--- config.mk ---
export PLATFORM = sky130hd
export DESIGN_NAME = dense_column_top_k_select
export DESIGN_NICKNAME = d
export VERILOG_FILES = /design/src/sv/dcts_pkg.sv /design/src/sv/dcts_kept_mem.sv /design/src/sv/dcts_ctrl.sv /design/src/sv/dense_column_top_k_select.sv
export SDC_FILE = /design/constraint.sdc
export NUM_CORES = 2
export LEC_CHECK = 0
export BUFFER_PORTS_ARGS = -buffer_cell sky130_fd_sc_hd__buf_2
export CAP_MARGIN = 10
export CORE_ASPECT_RATIO = 0.7
export CORE_MARGIN = 3
export CORE_UTILIZATION = 31
export DETAILED_ROUTE_END_ITERATION = 12
export PLACE_DENSITY = 0.55
export SLEW_MARGIN = 20
export SYNTH_ARGS = -nofsm -noshare
export SYNTH_HDL_FRONTEND = slang
export SYNTH_SLANG_ARGS = --single-unit
--- constraint.sdc ---
create_clock -name clk -period 12.8 [get_ports clk]
set_clock_uncertainty 0.2 [all_clocks]
set_input_delay 1.28 -clock clk [delete_from_list [all_inputs] [get_ports clk]]
set_output_delay 1.28 -clock clk [all_outputs]
set_load 0.01 [all_outputs]
--- src/sv/dcts_pkg.sv ---
// Shared constants, register codes and the table control struct for dense column selection.
`default_nettype none

package dcts_pkg;

  localparam int COUNT_W        = 20;
  localparam int COL_IDX_W      = 20;
  localparam int CAP_W          = 6;
  localparam int CFG_IDX_W      = 1;
  localparam int CFG_DATA_W     = 20;
  localparam int IN_TDATA_W     = 24;
  localparam int OUT_TDATA_W    = 24;
  localparam int MAX_DENSE_DEF  = 32;
  localparam int INDEX_BITS_DEF = 20;

  localparam logic [CFG_IDX_W-1:0] CFG_THRESHOLD = 1'b0;
  localparam logic [CFG_IDX_W-1:0] CFG_MAX_SEL   = 1'b1;

  typedef struct packed {
    logic wr_en;
    logic rd_en;
  } mem_ctl_t;

endpackage

`default_nettype wire

--- src/sv/dcts_kept_mem.sv ---
// Kept table memory: column index and count per entry, one write and one registered read port.
`default_nettype none

module dcts_kept_mem
  import dcts_pkg::*;
#(
  parameter int DEPTH = MAX_DENSE_DEF,
  parameter int AW    = 5,
  parameter int IW    = INDEX_BITS_DEF
) (
  input  wire logic               clk,
  input  wire mem_ctl_t           ctl,
  input  wire logic [AW-1:0]      waddr,
  input  wire logic [IW-1:0]      wr_idx,
  input  wire logic [COUNT_W-1:0] wr_cnt,
  input  wire logic [AW-1:0]      raddr,
  output logic [IW-1:0]           rd_idx,
  output logic [COUNT_W-1:0]      rd_cnt
);

  logic [IW-1:0]      idx_mem [DEPTH];
  logic [COUNT_W-1:0] cnt_mem [DEPTH];

  always_ff @(posedge clk) begin
    if (ctl.wr_en) begin
      idx_mem[waddr] <= wr_idx;
      cnt_mem[waddr] <= wr_cnt;
    end
  end

  always_ff @(posedge clk) begin
    if (ctl.rd_en) begin
      rd_idx <= idx_mem[raddr];
      rd_cnt <= cnt_mem[raddr];
    end
  end

endmodule

`default_nettype wire

--- src/sv/dcts_ctrl.sv ---
// Sequencer: sorted insertion into the kept table and ascending column-index emission of kept indices.
`default_nettype none

module dcts_ctrl
  import dcts_pkg::*;
#(
  parameter int MAX_DENSE  = MAX_DENSE_DEF,
  parameter int INDEX_BITS = INDEX_BITS_DEF,
  parameter int AW         = 5,
  parameter int CW         = 6
) (
  input  wire logic                   clk,
  input  wire logic                   rst_n,
  input  wire logic [COUNT_W-1:0]     thr,
  input  wire logic [CAP_W-1:0]       cap,
  input  wire logic                   in_tvalid,
  output logic                        in_tready,
  input  wire logic [COUNT_W-1:0]     in_count,
  input  wire logic                   in_eligible,
  input  wire logic                   in_last,
  output logic                        out_tvalid,
  input  wire logic                   out_tready,
  output logic [COL_IDX_W-1:0]        out_index,
  output logic                        out_none,
  output logic                        out_last,
  output mem_ctl_t                    mem_ctl,
  output logic [AW-1:0]               mem_waddr,
  output logic [INDEX_BITS-1:0]       mem_wr_idx,
  output logic [COUNT_W-1:0]          mem_wr_cnt,
  output logic [AW-1:0]               mem_raddr,
  input  wire logic [INDEX_BITS-1:0]  mem_rd_idx,
  input  wire logic [COUNT_W-1:0]     mem_rd_cnt
);

  localparam int XW = (CW > CAP_W) ? CW : CAP_W;

  localparam logic [2:0] ST_IDLE  = 3'd0;
  localparam logic [2:0] ST_CMP   = 3'd1;
  localparam logic [2:0] ST_INS   = 3'd2;
  localparam logic [2:0] ST_SCAN0 = 3'd3;
  localparam logic [2:0] ST_SCAN  = 3'd4;
  localparam logic [2:0] ST_PUT   = 3'd5;

  logic [2:0]            state_r, state_nxt;
  logic [CW-1:0]         total_r, total_nxt;
  logic [INDEX_BITS-1:0] col_r, col_nxt;
  logic [COUNT_W-1:0]    cnt_r, cnt_nxt;
  logic [INDEX_BITS-1:0] idx_r, idx_nxt;
  logic                  last_r, last_nxt;
  logic [CW-1:0]         j_r, j_nxt;
  logic [AW-1:0]         k_r, k_nxt;
  logic [CW-1:0]         e_r, e_nxt;
  logic [INDEX_BITS-1:0] best_idx_r, best_idx_nxt;
  logic [AW-1:0]         best_pos_r, best_pos_nxt;
  logic                  best_found_r, best_found_nxt;
  logic [INDEX_BITS-1:0] prev_idx_r, prev_idx_nxt;
  logic [AW-1:0]         prev_pos_r, prev_pos_nxt;
  logic                  out_tvalid_r, out_tvalid_nxt;
  logic [COL_IDX_W-1:0]  out_index_r, out_index_nxt;
  logic                  out_none_r, out_none_nxt;
  logic                  out_last_r, out_last_nxt;

  logic [CW-1:0] cap_lim;
  logic [CW-1:0] n_clamp;
  logic [CW-1:0] total_inc;
  logic          accept;
  logic          candidate;
  logic          key_after;
  logic          take;
  logic          put_last;

  assign cap_lim   = (XW'(cap) < XW'(MAX_DENSE)) ? CW'(cap) : CW'(MAX_DENSE);
  assign n_clamp   = (total_r > cap_lim) ? cap_lim : total_r;
  assign total_inc = (total_r < cap_lim) ? total_r + CW'(1) : total_r;
  assign in_tready = (state_r == ST_IDLE);
  assign accept    = in_tvalid && in_tready;
  assign candidate = in_eligible && (in_count > thr) && (cap_lim != '0);
  assign key_after = (e_r == '0) || (mem_rd_idx > prev_idx_r)
                     || ((mem_rd_idx == prev_idx_r) && (k_r > prev_pos_r));
  assign take      = key_after && (!best_found_r || (mem_rd_idx < best_idx_r));
  assign put_last  = (total_r == '0) || (e_r + CW'(1) == total_r);

  always_comb begin
    state_nxt      = state_r;
    total_nxt      = total_r;
    col_nxt        = col_r;
    cnt_nxt        = cnt_r;
    idx_nxt        = idx_r;
    last_nxt       = last_r;
    j_nxt          = j_r;
    k_nxt          = k_r;
    e_nxt          = e_r;
    best_idx_nxt   = best_idx_r;
    best_pos_nxt   = best_pos_r;
    best_found_nxt = best_found_r;
    prev_idx_nxt   = prev_idx_r;
    prev_pos_nxt   = prev_pos_r;
    out_tvalid_nxt = out_tvalid_r && !out_tready;
    out_index_nxt  = out_index_r;
    out_none_nxt   = out_none_r;
    out_last_nxt   = out_last_r;
    mem_ctl        = '0;
    mem_waddr      = AW'(j_r);
    mem_wr_idx     = idx_r;
    mem_wr_cnt     = cnt_r;
    mem_raddr      = '0;

    unique case (state_r)
      ST_IDLE: begin
        mem_raddr = AW'(n_clamp - CW'(1));
        if (accept) begin
          cnt_nxt   = in_count;
          idx_nxt   = col_r;
          last_nxt  = in_last;
          col_nxt   = in_last ? '0 : col_r + INDEX_BITS'(1);
          total_nxt = n_clamp;
          j_nxt     = n_clamp;
          e_nxt     = '0;
          if (candidate) begin
            if (n_clamp == '0) begin
              state_nxt = ST_INS;
            end else begin
              mem_ctl.rd_en = 1'b1;
              state_nxt     = ST_CMP;
            end
          end else if (in_last) begin
            state_nxt = (n_clamp == '0) ? ST_PUT : ST_SCAN0;
          end
        end
      end
      ST_CMP: begin
        if (mem_rd_cnt < cnt_r) begin
          mem_ctl.wr_en = (j_r < cap_lim);
          mem_wr_idx    = mem_rd_idx;
          mem_wr_cnt    = mem_rd_cnt;
          j_nxt         = j_r - CW'(1);
          if (j_r == CW'(1)) begin
            state_nxt = ST_INS;
          end else begin
            mem_raddr     = AW'(j_r - CW'(1) - CW'(1));
            mem_ctl.rd_en = 1'b1;
          end
        end else begin
          mem_ctl.wr_en = (j_r < cap_lim);
          total_nxt     = total_inc;
          state_nxt     = last_r ? ST_SCAN0 : ST_IDLE;
        end
      end
      ST_INS: begin
        mem_ctl.wr_en = (j_r < cap_lim);
        total_nxt     = total_inc;
        state_nxt     = last_r ? ST_SCAN0 : ST_IDLE;
      end
      ST_SCAN0: begin
        mem_raddr      = '0;
        mem_ctl.rd_en  = 1'b1;
        k_nxt          = '0;
        best_found_nxt = 1'b0;
        state_nxt      = ST_SCAN;
      end
      ST_SCAN: begin
        if (take) begin
          best_idx_nxt   = mem_rd_idx;
          best_pos_nxt   = k_r;
          best_found_nxt = 1'b1;
        end
        if (k_r == AW'(total_r - CW'(1))) begin
          state_nxt = ST_PUT;
        end else begin
          mem_raddr     = k_r + AW'(1);
          mem_ctl.rd_en = 1'b1;
          k_nxt         = k_r + AW'(1);
        end
      end
      ST_PUT: begin
        if (!out_tvalid_r || out_tready) begin
          out_tvalid_nxt = 1'b1;
          out_index_nxt  = (total_r == '0) ? '0 : COL_IDX_W'(best_idx_r);
          out_none_nxt   = (total_r == '0);
          out_last_nxt   = put_last;
          prev_idx_nxt   = best_idx_r;
          prev_pos_nxt   = best_pos_r;
          e_nxt          = e_r + CW'(1);
          if (put_last) begin
            total_nxt = '0;
            state_nxt = ST_IDLE;
          end else begin
            state_nxt = ST_SCAN0;
          end
        end
      end
      default: begin
        state_nxt = ST_IDLE;
      end
    endcase
  end

  always_ff @(posedge clk) begin
    if (!rst_n) begin
      state_r      <= ST_IDLE;
      total_r      <= '0;
      col_r        <= '0;
      e_r          <= '0;
      best_found_r <= 1'b0;
      out_tvalid_r <= 1'b0;
    end else begin
      state_r      <= state_nxt;
      total_r      <= total_nxt;
      col_r        <= col_nxt;
      e_r          <= e_nxt;
      best_found_r <= best_found_nxt;
      out_tvalid_r <= out_tvalid_nxt;
    end
  end

  always_ff @(posedge clk) begin
    cnt_r       <= cnt_nxt;
    idx_r       <= idx_nxt;
    last_r      <= last_nxt;
    j_r         <= j_nxt;
    k_r         <= k_nxt;
    best_idx_r  <= best_idx_nxt;
    best_pos_r  <= best_pos_nxt;
    prev_idx_r  <= prev_idx_nxt;
    prev_pos_r  <= prev_pos_nxt;
    out_index_r <= out_index_nxt;
    out_none_r  <= out_none_nxt;
    out_last_r  <= out_last_nxt;
  end

  assign out_tvalid = out_tvalid_r;
  assign out_index  = out_index_r;
  assign out_none   = out_none_r;
  assign out_last   = out_last_r;

  a_total_bound: assert property (@(posedge clk) disable iff (!rst_n)
    total_r <= CW'(MAX_DENSE))
    else $error("kept total above table depth");

  a_write_in_cap: assert property (@(posedge clk) disable iff (!rst_n)
    mem_ctl.wr_en |-> (j_r < cap_lim))
    else $error("table write beyond cap");

  a_none_is_last: assert property (@(posedge clk) disable iff (!rst_n)
    (out_tvalid && out_none) |-> (out_last && (out_index == '0)))
    else $error("empty result not a lone final beat");

  a_last_busy: assert property (@(posedge clk) disable iff (!rst_n)
    (accept && in_last) |=> !in_tready)
    else $error("final column did not start emission");

  a_put_found: assert property (@(posedge clk) disable iff (!rst_n)
    ((state_r == ST_PUT) && (total_r != '0)) |-> best_found_r)
    else $error("selection pass found no entry");

endmodule

`default_nettype wire

--- src/sv/dense_column_top_k_select.sv ---
// Top level: configuration registers, kept table and selection sequencer.
//
//  channel | beat when                 | contents
//  --------+---------------------------+-----------------------------------------------
//  in_     | in_tvalid & in_tready     | tdata: nonzero_count; tuser: eligible; tlast
//  out_    | out_tvalid & out_tready   | tdata: column_index; tuser: none_selected; tlast
//  cfg_    | cfg_wr_en                 | index 0 dense_threshold, 1 max_selected
//
// A column that is not a candidate needs no table access; a candidate walks the table from
// its tail through the single read port, moving each entry of smaller count down a place.
// The final column adds one selection pass over the n kept entries per emitted index,
// or a none beat when empty. Synchronous active-low reset; no table clearing pass.
// in_tready is low while a column or emission is in progress; a full output register
// stalls emission but an idle block takes the next column with the last beat pending.
`default_nettype none

module dense_column_top_k_select
  import dcts_pkg::*;
#(
  parameter int MAX_DENSE  = MAX_DENSE_DEF,
  parameter int INDEX_BITS = INDEX_BITS_DEF
) (
  input  wire logic                   clk,
  input  wire logic                   rst_n,
  input  wire logic                   in_tvalid,
  output logic                        in_tready,
  input  wire logic [IN_TDATA_W-1:0]  in_tdata,   // [19:0] nonzero_count
  input  wire logic                   in_tuser,   // [0] eligible
  input  wire logic                   in_tlast,
  output logic                        out_tvalid,
  input  wire logic                   out_tready,
  output logic [OUT_TDATA_W-1:0]      out_tdata,  // [19:0] column_index
  output logic                        out_tuser,  // [0] none_selected
  output logic                        out_tlast,
  input  wire logic                   cfg_wr_en,
  input  wire logic [CFG_IDX_W-1:0]   cfg_index,
  input  wire logic [CFG_DATA_W-1:0]  cfg_wdata
);

  localparam int AW = (MAX_DENSE > 1) ? $clog2(MAX_DENSE) : 1;
  localparam int CW = $clog2(MAX_DENSE + 1);

  logic [COUNT_W-1:0]    thr_r;
  logic [CAP_W-1:0]      cap_r;
  mem_ctl_t              mem_ctl;
  logic [AW-1:0]         mem_waddr;
  logic [INDEX_BITS-1:0] mem_wr_idx;
  logic [COUNT_W-1:0]    mem_wr_cnt;
  logic [AW-1:0]         mem_raddr;
  logic [INDEX_BITS-1:0] mem_rd_idx;
  logic [COUNT_W-1:0]    mem_rd_cnt;
  logic [COL_IDX_W-1:0]  out_index;

  always_ff @(posedge clk) begin
    if (!rst_n) begin
      thr_r <= '0;
      cap_r <= '0;
    end else if (cfg_wr_en) begin
      unique case (cfg_index)
        CFG_THRESHOLD: thr_r <= COUNT_W'(cfg_wdata);
        CFG_MAX_SEL:   cap_r <= cfg_wdata[CAP_W-1:0];
        default: begin
        end
      endcase
    end
  end

  dcts_kept_mem #(
    .DEPTH (MAX_DENSE),
    .AW    (AW),
    .IW    (INDEX_BITS)
  ) u_mem (
    .clk    (clk),
    .ctl    (mem_ctl),
    .waddr  (mem_waddr),
    .wr_idx (mem_wr_idx),
    .wr_cnt (mem_wr_cnt),
    .raddr  (mem_raddr),
    .rd_idx (mem_rd_idx),
    .rd_cnt (mem_rd_cnt)
  );

  dcts_ctrl #(
    .MAX_DENSE  (MAX_DENSE),
    .INDEX_BITS (INDEX_BITS),
    .AW         (AW),
    .CW         (CW)
  ) u_ctrl (
    .clk         (clk),
    .rst_n       (rst_n),
    .thr         (thr_r),
    .cap         (cap_r),
    .in_tvalid   (in_tvalid),
    .in_tready   (in_tready),
    .in_count    (in_tdata[COUNT_W-1:0]),
    .in_eligible (in_tuser),
    .in_last     (in_tlast),
    .out_tvalid  (out_tvalid),
    .out_tready  (out_tready),
    .out_index   (out_index),
    .out_none    (out_tuser),
    .out_last    (out_tlast),
    .mem_ctl     (mem_ctl),
    .mem_waddr   (mem_waddr),
    .mem_wr_idx  (mem_wr_idx),
    .mem_wr_cnt  (mem_wr_cnt),
    .mem_raddr   (mem_raddr),
    .mem_rd_idx  (mem_rd_idx),
    .mem_rd_cnt  (mem_rd_cnt)
  );

  assign out_tdata = {{(OUT_TDATA_W - COL_IDX_W){1'b0}}, out_index};

endmodule

`default_nettype wire

; Yosys cells after proc, flatten, opt, wreduce, memory -nomap -nowiden
; Memory sizes are Yosys's and may differ from the RTL's. A register that Yosys moved wholly into a read port is not among the register bits.
; Index checks and enable logic that the tools add are counted.
[totals]
reg_bits = 187
latchBits = 0
ram_bits = 1280
mem_bits_ro = 0
inputBits = 52
output_inout_bits = 28
mem_count = 2
[memory_table]
columns = name, words, width, read_ports, rd_ports_with_merged_regs, wr, line_no
row1 = u_mem.cnt_mem, 32, 20, 1, 1, 1, dcts_kept_mem.sv:22  ; logic [COUNT_W-1:0] cnt_mem [DEPTH];
row2 = u_mem.idx_mem, 32, 20, 1, 1, 1, dcts_kept_mem.sv:21  ; logic [IW-1:0] idx_mem [DEPTH];
[classes]
addsub = 8
multipliers = 0
div = 0
order_cmp = 9
n_eq_ne = 19
shifts = 0
mux = 50
n_bitwise = 1
n_reduce_logical = 35
[op_table]
columns = cell, count
row1 = $mux 20, 5
row2 = $mux 6, 10
row3 = $gt 20x20->1, 2
row4 = $lt 20x20->1, 2
row5 = $mux 3, 8
row6 = $pmux 6 s2, 2
row7 = $pmux 6 s4, 1
row8 = $add 20x1->20 const B, 1
row9 = $eq 20x20->1, 1
row10 = $mux 5, 4
row11 = $logic_not 6->1, 3
row12 = $pmux 3 s6, 1
row13 = $pmux 5 s3, 1
row14 = $sub 5x1->5 const B, 3
row15 = $reduce_and 2->1, 7
row16 = $add 6x1->6 const B, 2
row17 = $lt 6x6->1, 2
row18 = $mux 1, 12
row19 = $ne 2x1->1 const B, 5
row20 = $pmux 5 s2, 1
row21 = $reduce_and 5->1, 2
row22 = $eq 3x2->1 const B, 2
row23 = $eq 3x3->1 const B, 2
row24 = $eq 6x1->1 const B, 1
row25 = 23 further kinds, 42

; Depth between registers and ports, before layout
[depth]
depth_word = 10
depth_mapped = 21

; Modules after synthesis
; A second synthesis with hierarchy kept.
[hier_totals]
cells_unflattened = 3841
area_unflattened_um2 = 61665.4
[modules_own_cells]
columns = module, n_inst, cells_each, area_per_inst_um2
row1 = dcts_kept_mem, 1, 2813, 50965.1
row2 = dcts_ctrl, 1, 915, 9604.2
row3 = dense_column_top_k_select, 1, 113, 1096.1

; Worst setup path before layout
; No wires, ideal clock.
[synth_timing]
kind = flip-flop to flip-flop
start = reg cap_r[3]
end = reg u_mem.rd_cnt[15], read port of u_mem.cnt_mem, data pin
setup_ns = 0.273
arrival_ns = 3.829
required_time_ns = 12.327
setup_slack_ns = 8.497
path_stages_with_launch = 21
period_less_slack_ns = 4.303
path_cell_list = dfxtp_1 nor2b_1 inv_1 ha_1 a211oi_1 nor2_1 o31ai_4 buf_4 nor2_1 a21oi_1 ha_1 nor3b_1 o21a_1 or2_2 buf_2 nor3_4 buf_6 a32oi_1 and3_1 a31oi_1 o32ai_1
[synth_between]
elab_chain_len = 9
elab_cells_between_ends = 13
[synth_rtl]
columns = item, line_no
row1 = "start, declared", dense_column_top_k_select.sv:44  ; logic [CAP_W-1:0] cap_r;
row2 = "start signal, assigned", dense_column_top_k_select.sv:61  ; CFG_MAX_SEL: cap_r <= cfg_wdata[CAP_W-1:0];
row3 = $lt 6x6->1, dcts_ctrl.sv:72  ; assign cap_lim = (XW'(cap) < XW'(MAX_DENSE)) ? CW'(cap) : CW'(MAX_DENSE);
row4 = $mux 6 *, dcts_ctrl.sv:72
row5 = $gt 6x6->1, dcts_ctrl.sv:73  ; assign n_clamp = (total_r > cap_lim) ? cap_lim : total_r;
row6 = $mux 6, dcts_ctrl.sv:73
row7 = $logic_not 6->1, dcts_ctrl.sv:120  ; if (n_clamp == '0) begin
row8 = $mux 1, dcts_ctrl.sv:120
row9 = $mux 1, dcts_ctrl.sv:119  ; if (candidate) begin
row10 = $mux 1, dcts_ctrl.sv:111  ; if (accept) begin
row11 = $pmux 1 s4, dcts_ctrl.sv:108  ; unique case (state_r)
row12 = "end, declared", dcts_kept_mem.sv:18  ; output logic [COUNT_W-1:0] rd_cnt
; Every way passes the cells marked *; elsewhere a longest branch is shown, timed or not.
; A chain may end at the register's enable or synchronous reset.

; Worst setup path after layout
[layout_timing]
start = reg u_ctrl.cnt_r[17]
end = reg u_mem.rd_idx[8], read port of u_mem.idx_mem, data pin
[layout_between]
elab_chain_len = 3
elab_cells_between_ends = 5
[layout_rtl]
columns = item, line_no
row1 = "start, declared", dcts_ctrl.sv:47  ; logic [COUNT_W-1:0] cnt_r, cnt_nxt;
row2 = "start signal, assigned", dcts_ctrl.sv:217  ; cnt_r <= cnt_nxt;
row3 = $lt 20x20->1 *, dcts_ctrl.sv:132  ; if (mem_rd_cnt < cnt_r) begin
row4 = $mux 1 / $mux 5 (equally long branches), dcts_ctrl.sv:132
row5 = $pmux 1 s4 / $pmux 5 s3 (equally long branches), dcts_ctrl.sv:108
row6 = "end, declared", dcts_kept_mem.sv:17  ; output logic [IW-1:0] rd_idx,
; Marks and branches as above.

==> flow_summary.toml <==
[cells_and_area]
antennaDiodeCount = 0
syn2layout_area_growth_pct = 12.3
post-route-util = 0.351
multiInputGateArea_sq_um = 15500
fillers = 18900
fin_cells = 7233
nets = 4670
drive_gt1_frac = 0.0950
seq_area_sq_um = 44600

[timing]
slew_headroom = 0.231
final.setup.tns_ns = 0
timing.fmax_mhz = 159
rsz0062_at_grt = "no"
fin_crit_ns = 6.30
hold_viol = 0
tightestPinTransition_ns = 1.15
finalCritPeriodShare = 0.492
setup_viol = 0
slew_violations = 0

[clock_network]
clockBufferDepth = 3
cts_num_sinks = 1507
cts_max_level = 4
cts_hold_buf = 0
clk_pin_slew_worst_paths_ns = 0.07
cts_made_buffers = 136
cts_resized = 0
clock_latency_ns = 0.76
root_buffer = "clkbuf_16"
cts_tree = "done"
post-cts-setup-buffers = 0

[detailed_routing]
drc = 0
final_antenna_net_count = 0
drt_first_pass_iters = 7
drt_iter0_drc = 4219
wl_mm = 166
wl_per_cell_microns = 22.9
vias = 37400
via_per_inst = 5.16

[worst_setup_path]
worst-path-max-fanout = 62
reg2regPathDepth = 13
timing.rr.start = "u_ctrl.cnt_r[17]"
critPathBufInv = 3
cp_slowest_stage_delay_ns = 0.76
crit_chain = "inv_1 -> ha_1 -> nand4_1 -> or4_1 -> o21ai_1 -> o211a_4 -> buf_4 -> buf_4 -> mux2i_1 -> a32oi_1 -> and3_1 -> a31oi_1 -> o32ai_1"
endpoint_kind = "flip-flop"
cp_slowest_cell = "buf_4"
critPathMostFrequentCell = "buf_4"
required_ns = 13.04
cp.arrival_ns = 6.53
reg2reg_to = "u_mem.rd_idx[8]"
cp-start-kind = "flip-flop"
r2r_setup_slack_ns = 6.50
path_delay_family = "compound AO/OA/AOI/OAI gates"
crit_type = "flip-flop to flip-flop"

[logic_synthesis]
seq_area_frac_synth = 0.726
syn-cell-area_sq_um = 61500
yosys_warnings = 0
syn_inst = 4485
synth_top_area_frac = 0.706
async_flop_share = 0
synth_edf_count = 1444
ys.flop_type = "edfxtp_1"
synth_seq_cells = 1507
yosys.area.top_type = "edfxtp_1"
ys_top_cells_by_area = "edfxtp_1 71%, nand2_1 6.5%, a32oi_1 2.8%, ha_1 2.3%, mux2i_1 2.1%"
avgSynthCellArea_sq_um = 13.7
synth.distinct_cells = 68

[pwr]
ir_drop_mv = 0.378
p_leak_uw = 0.0231
powerDensity_nw_per_um2 = 278

[placement]
post-place-cells = 6989
dp_hpwl_mm = 89.0
gp_congestion = 0.798
portBuffers = 71

[floorplanning]
fp.dieW_microns = 538
start_util = 0.312
rows = 136
core-area_sq_um = 197000
die_h_microns = 379
io_pins = 80
dieArea_sq_um = 204000

[outcome]
status = "finished clean"

[worst_hold_path]
whs_path_depth = 0
hold_start = "u_ctrl.best_pos_r[2]"
min_path_type = "flip-flop to flip-flop"
hold_end = "u_ctrl.prev_pos_r[2]"

[grt]
grt_pass1_wl_mm = 240
grt_pass1_vias = 34700
grt_overflow = 0
grtUsageTotal = 0.158
grt_max_degree = 178
antenna_found_initial = 1

[job]
maxCapViolCount = 0
[Yosys cell counts (all sizes together), types with 8 or more instances]
| master | count |
|---|---|
| inv | 110 |
| ha | 113 |
| mux2i | 130 |
| nor3 | 16 |
| nand3 | 220 |
| nand2b | 19 |
| nor2b | 16 |
| o32ai | 36 |
| xor2 | 24 |
| a21o | 25 |
| and3 | 43 |
| edfxtp | 1444 |
| dfxtp | 63 |
| a211oi | 8 |
| o21ai | 37 |
| a32oi | 195 |
| o21a | 9 |
| buf | 138 |
| mux2 | 40 |
| a31oi | 75 |
| nor2 | 134 |
| nand4 | 24 |
| clkbuf | 126 |
| xnor2 | 18 |
| nand2 | 1060 |
| o221ai | 52 |
| or3 | 11 |
| a21oi | 228 |
[per-stage QoR]
| stage | cell area (sq um) | worst slack, ns | hold WS (ns) | total power [uW] |
|---|---|---|---|---|
| 2_1_floorplan | 61500 | 8.50 | 0.200 | 12400 |
| 3_3_place_gp | 64700 | 6.61 | 0.203 | 15100 |
| 3_5_place_dp | 64700 | 6.60 | 0.205 | 15200 |
| 4_1_cts | 69000 | 6.56 | 0.221 | 19300 |
| 5_1_grt | 69000 | 6.15 | 0.226 | 20200 |
| 6_report | 69000 | 6.50 | 0.219 | 19200 |
[kinds of logic after synthesis]
logic type,Yosys count,synth area share
AOI/OAI and AO/OA,708,0.0812
xor gates and xnor gates,43,0.00635
adders and majority gates,113,0.0230
buffers and inverters,374,0.0273
DFF,1507,0.726
muxes,170,0.0285
other,1,0.0000610
and+or+nand+nor,1569,0.107
[cells in the final DEF, fill, tap and decap left out, types with 22 or more instances in the layout]
cell type	synthesis	final
a21oi_1	226	226
clkinv_1	0	31
a21o_1	25	24
o32ai_1	36	36
nand3_1	220	220
o221ai_1	52	52
dfxtp_1	63	63
buf_4	28	68
and3_1	43	43
xor2_1	24	24
clkinv_2	0	22
nor2_1	132	100
clkbuf_16	0	141
mux2_2	40	40
clkbuf_1	126	24
buf_2	86	71
o21ai_0	34	33
ha_1	113	113
a31oi_1	75	75
a32oi_1	195	195
mux2i_1	130	130
nand2_1	1058	1052
inv_1	109	108
nand4_1	24	24
edfxtp_1	1444	1444
nor2_4	2	34
[sequential cells by signal, indices dropped and copies added, names as in the netlist, 20 cells and up]
signal	count
u_ctrl.best_idx_r	20
u_ctrl.out_index	20
u_ctrl.prev_idx_r	20
u_ctrl.cnt_r	20
u_mem.idx_mem	640
u_mem.rd_idx	20
thr_r	20
u_ctrl.col_r	20
u_ctrl.idx_r	20
u_mem.rd_cnt	20
u_mem.cnt_mem	640
[cell type report]
| class | instances | area share |
|---|---|---|
| well taps | 2622 | 0.0475 |
| clock inverters | 74 | 0.00861 |
| clock buffers | 170 | 0.0534 |
| flip-flops and latches | 1507 | 0.646 |
| repair buffers | 143 | 0.0137 |
| multi-input cells | 2607 | 0.224 |
| inverters | 110 | 0.00598 |
[report_power, final]
| group | internal, uW | leakage (uW) | total, uW | switching [uW] |
|---|---|---|---|---|
| clock network | 2210 | 0.00210 | 4030 | 1820 |
| logic | 2410 | 0.00744 | 8480 | 6070 |
| registers | 6450 | 0.0136 | 6690 | 242 |
[metal layers]
layer  GRT usage  share of wire  vias up
met5           0              0        -
met2       0.219           0.41     1465
met4      0.0383          0.019        0
met3      0.0243          0.080      187
met1       0.255           0.49    18900
li1            -              -    16800
[worst reg2reg max path, cell delays in order, from the launching register on]
cell and delay, ns:
edfxtp_1 0.46, inv_1 0.08, ha_1 0.30, nand4_1 0.14, or4_1 0.65, o21ai_1 0.66, o211a_4 0.75, buf_4 0.81
buf_4 0.81, mux2i_1 0.33, a32oi_1 0.08, and3_1 0.23, a31oi_1 0.26, o32ai_1 0.21
[worst max path at each step]
stage	from	end	slack [ns]	depth (start not counted)
floorplan	cap_r[3]	u_mem.rd_cnt[15]	8.50	20
global placement	u_ctrl.cnt_r[17]	u_mem.rd_idx[8]	6.61	13
detailed placement	u_ctrl.cnt_r[17]	u_mem.rd_idx[8]	6.60	13
CTS	u_ctrl.cnt_r[17]	u_mem.rd_idx[8]	6.56	13
global route	cap_r[3]	u_mem.rd_idx[14]	6.15	18
finish	u_ctrl.cnt_r[17]	u_mem.rd_idx[8]	6.50	13
Note: power is estimated with default switching activity, not from simulation.
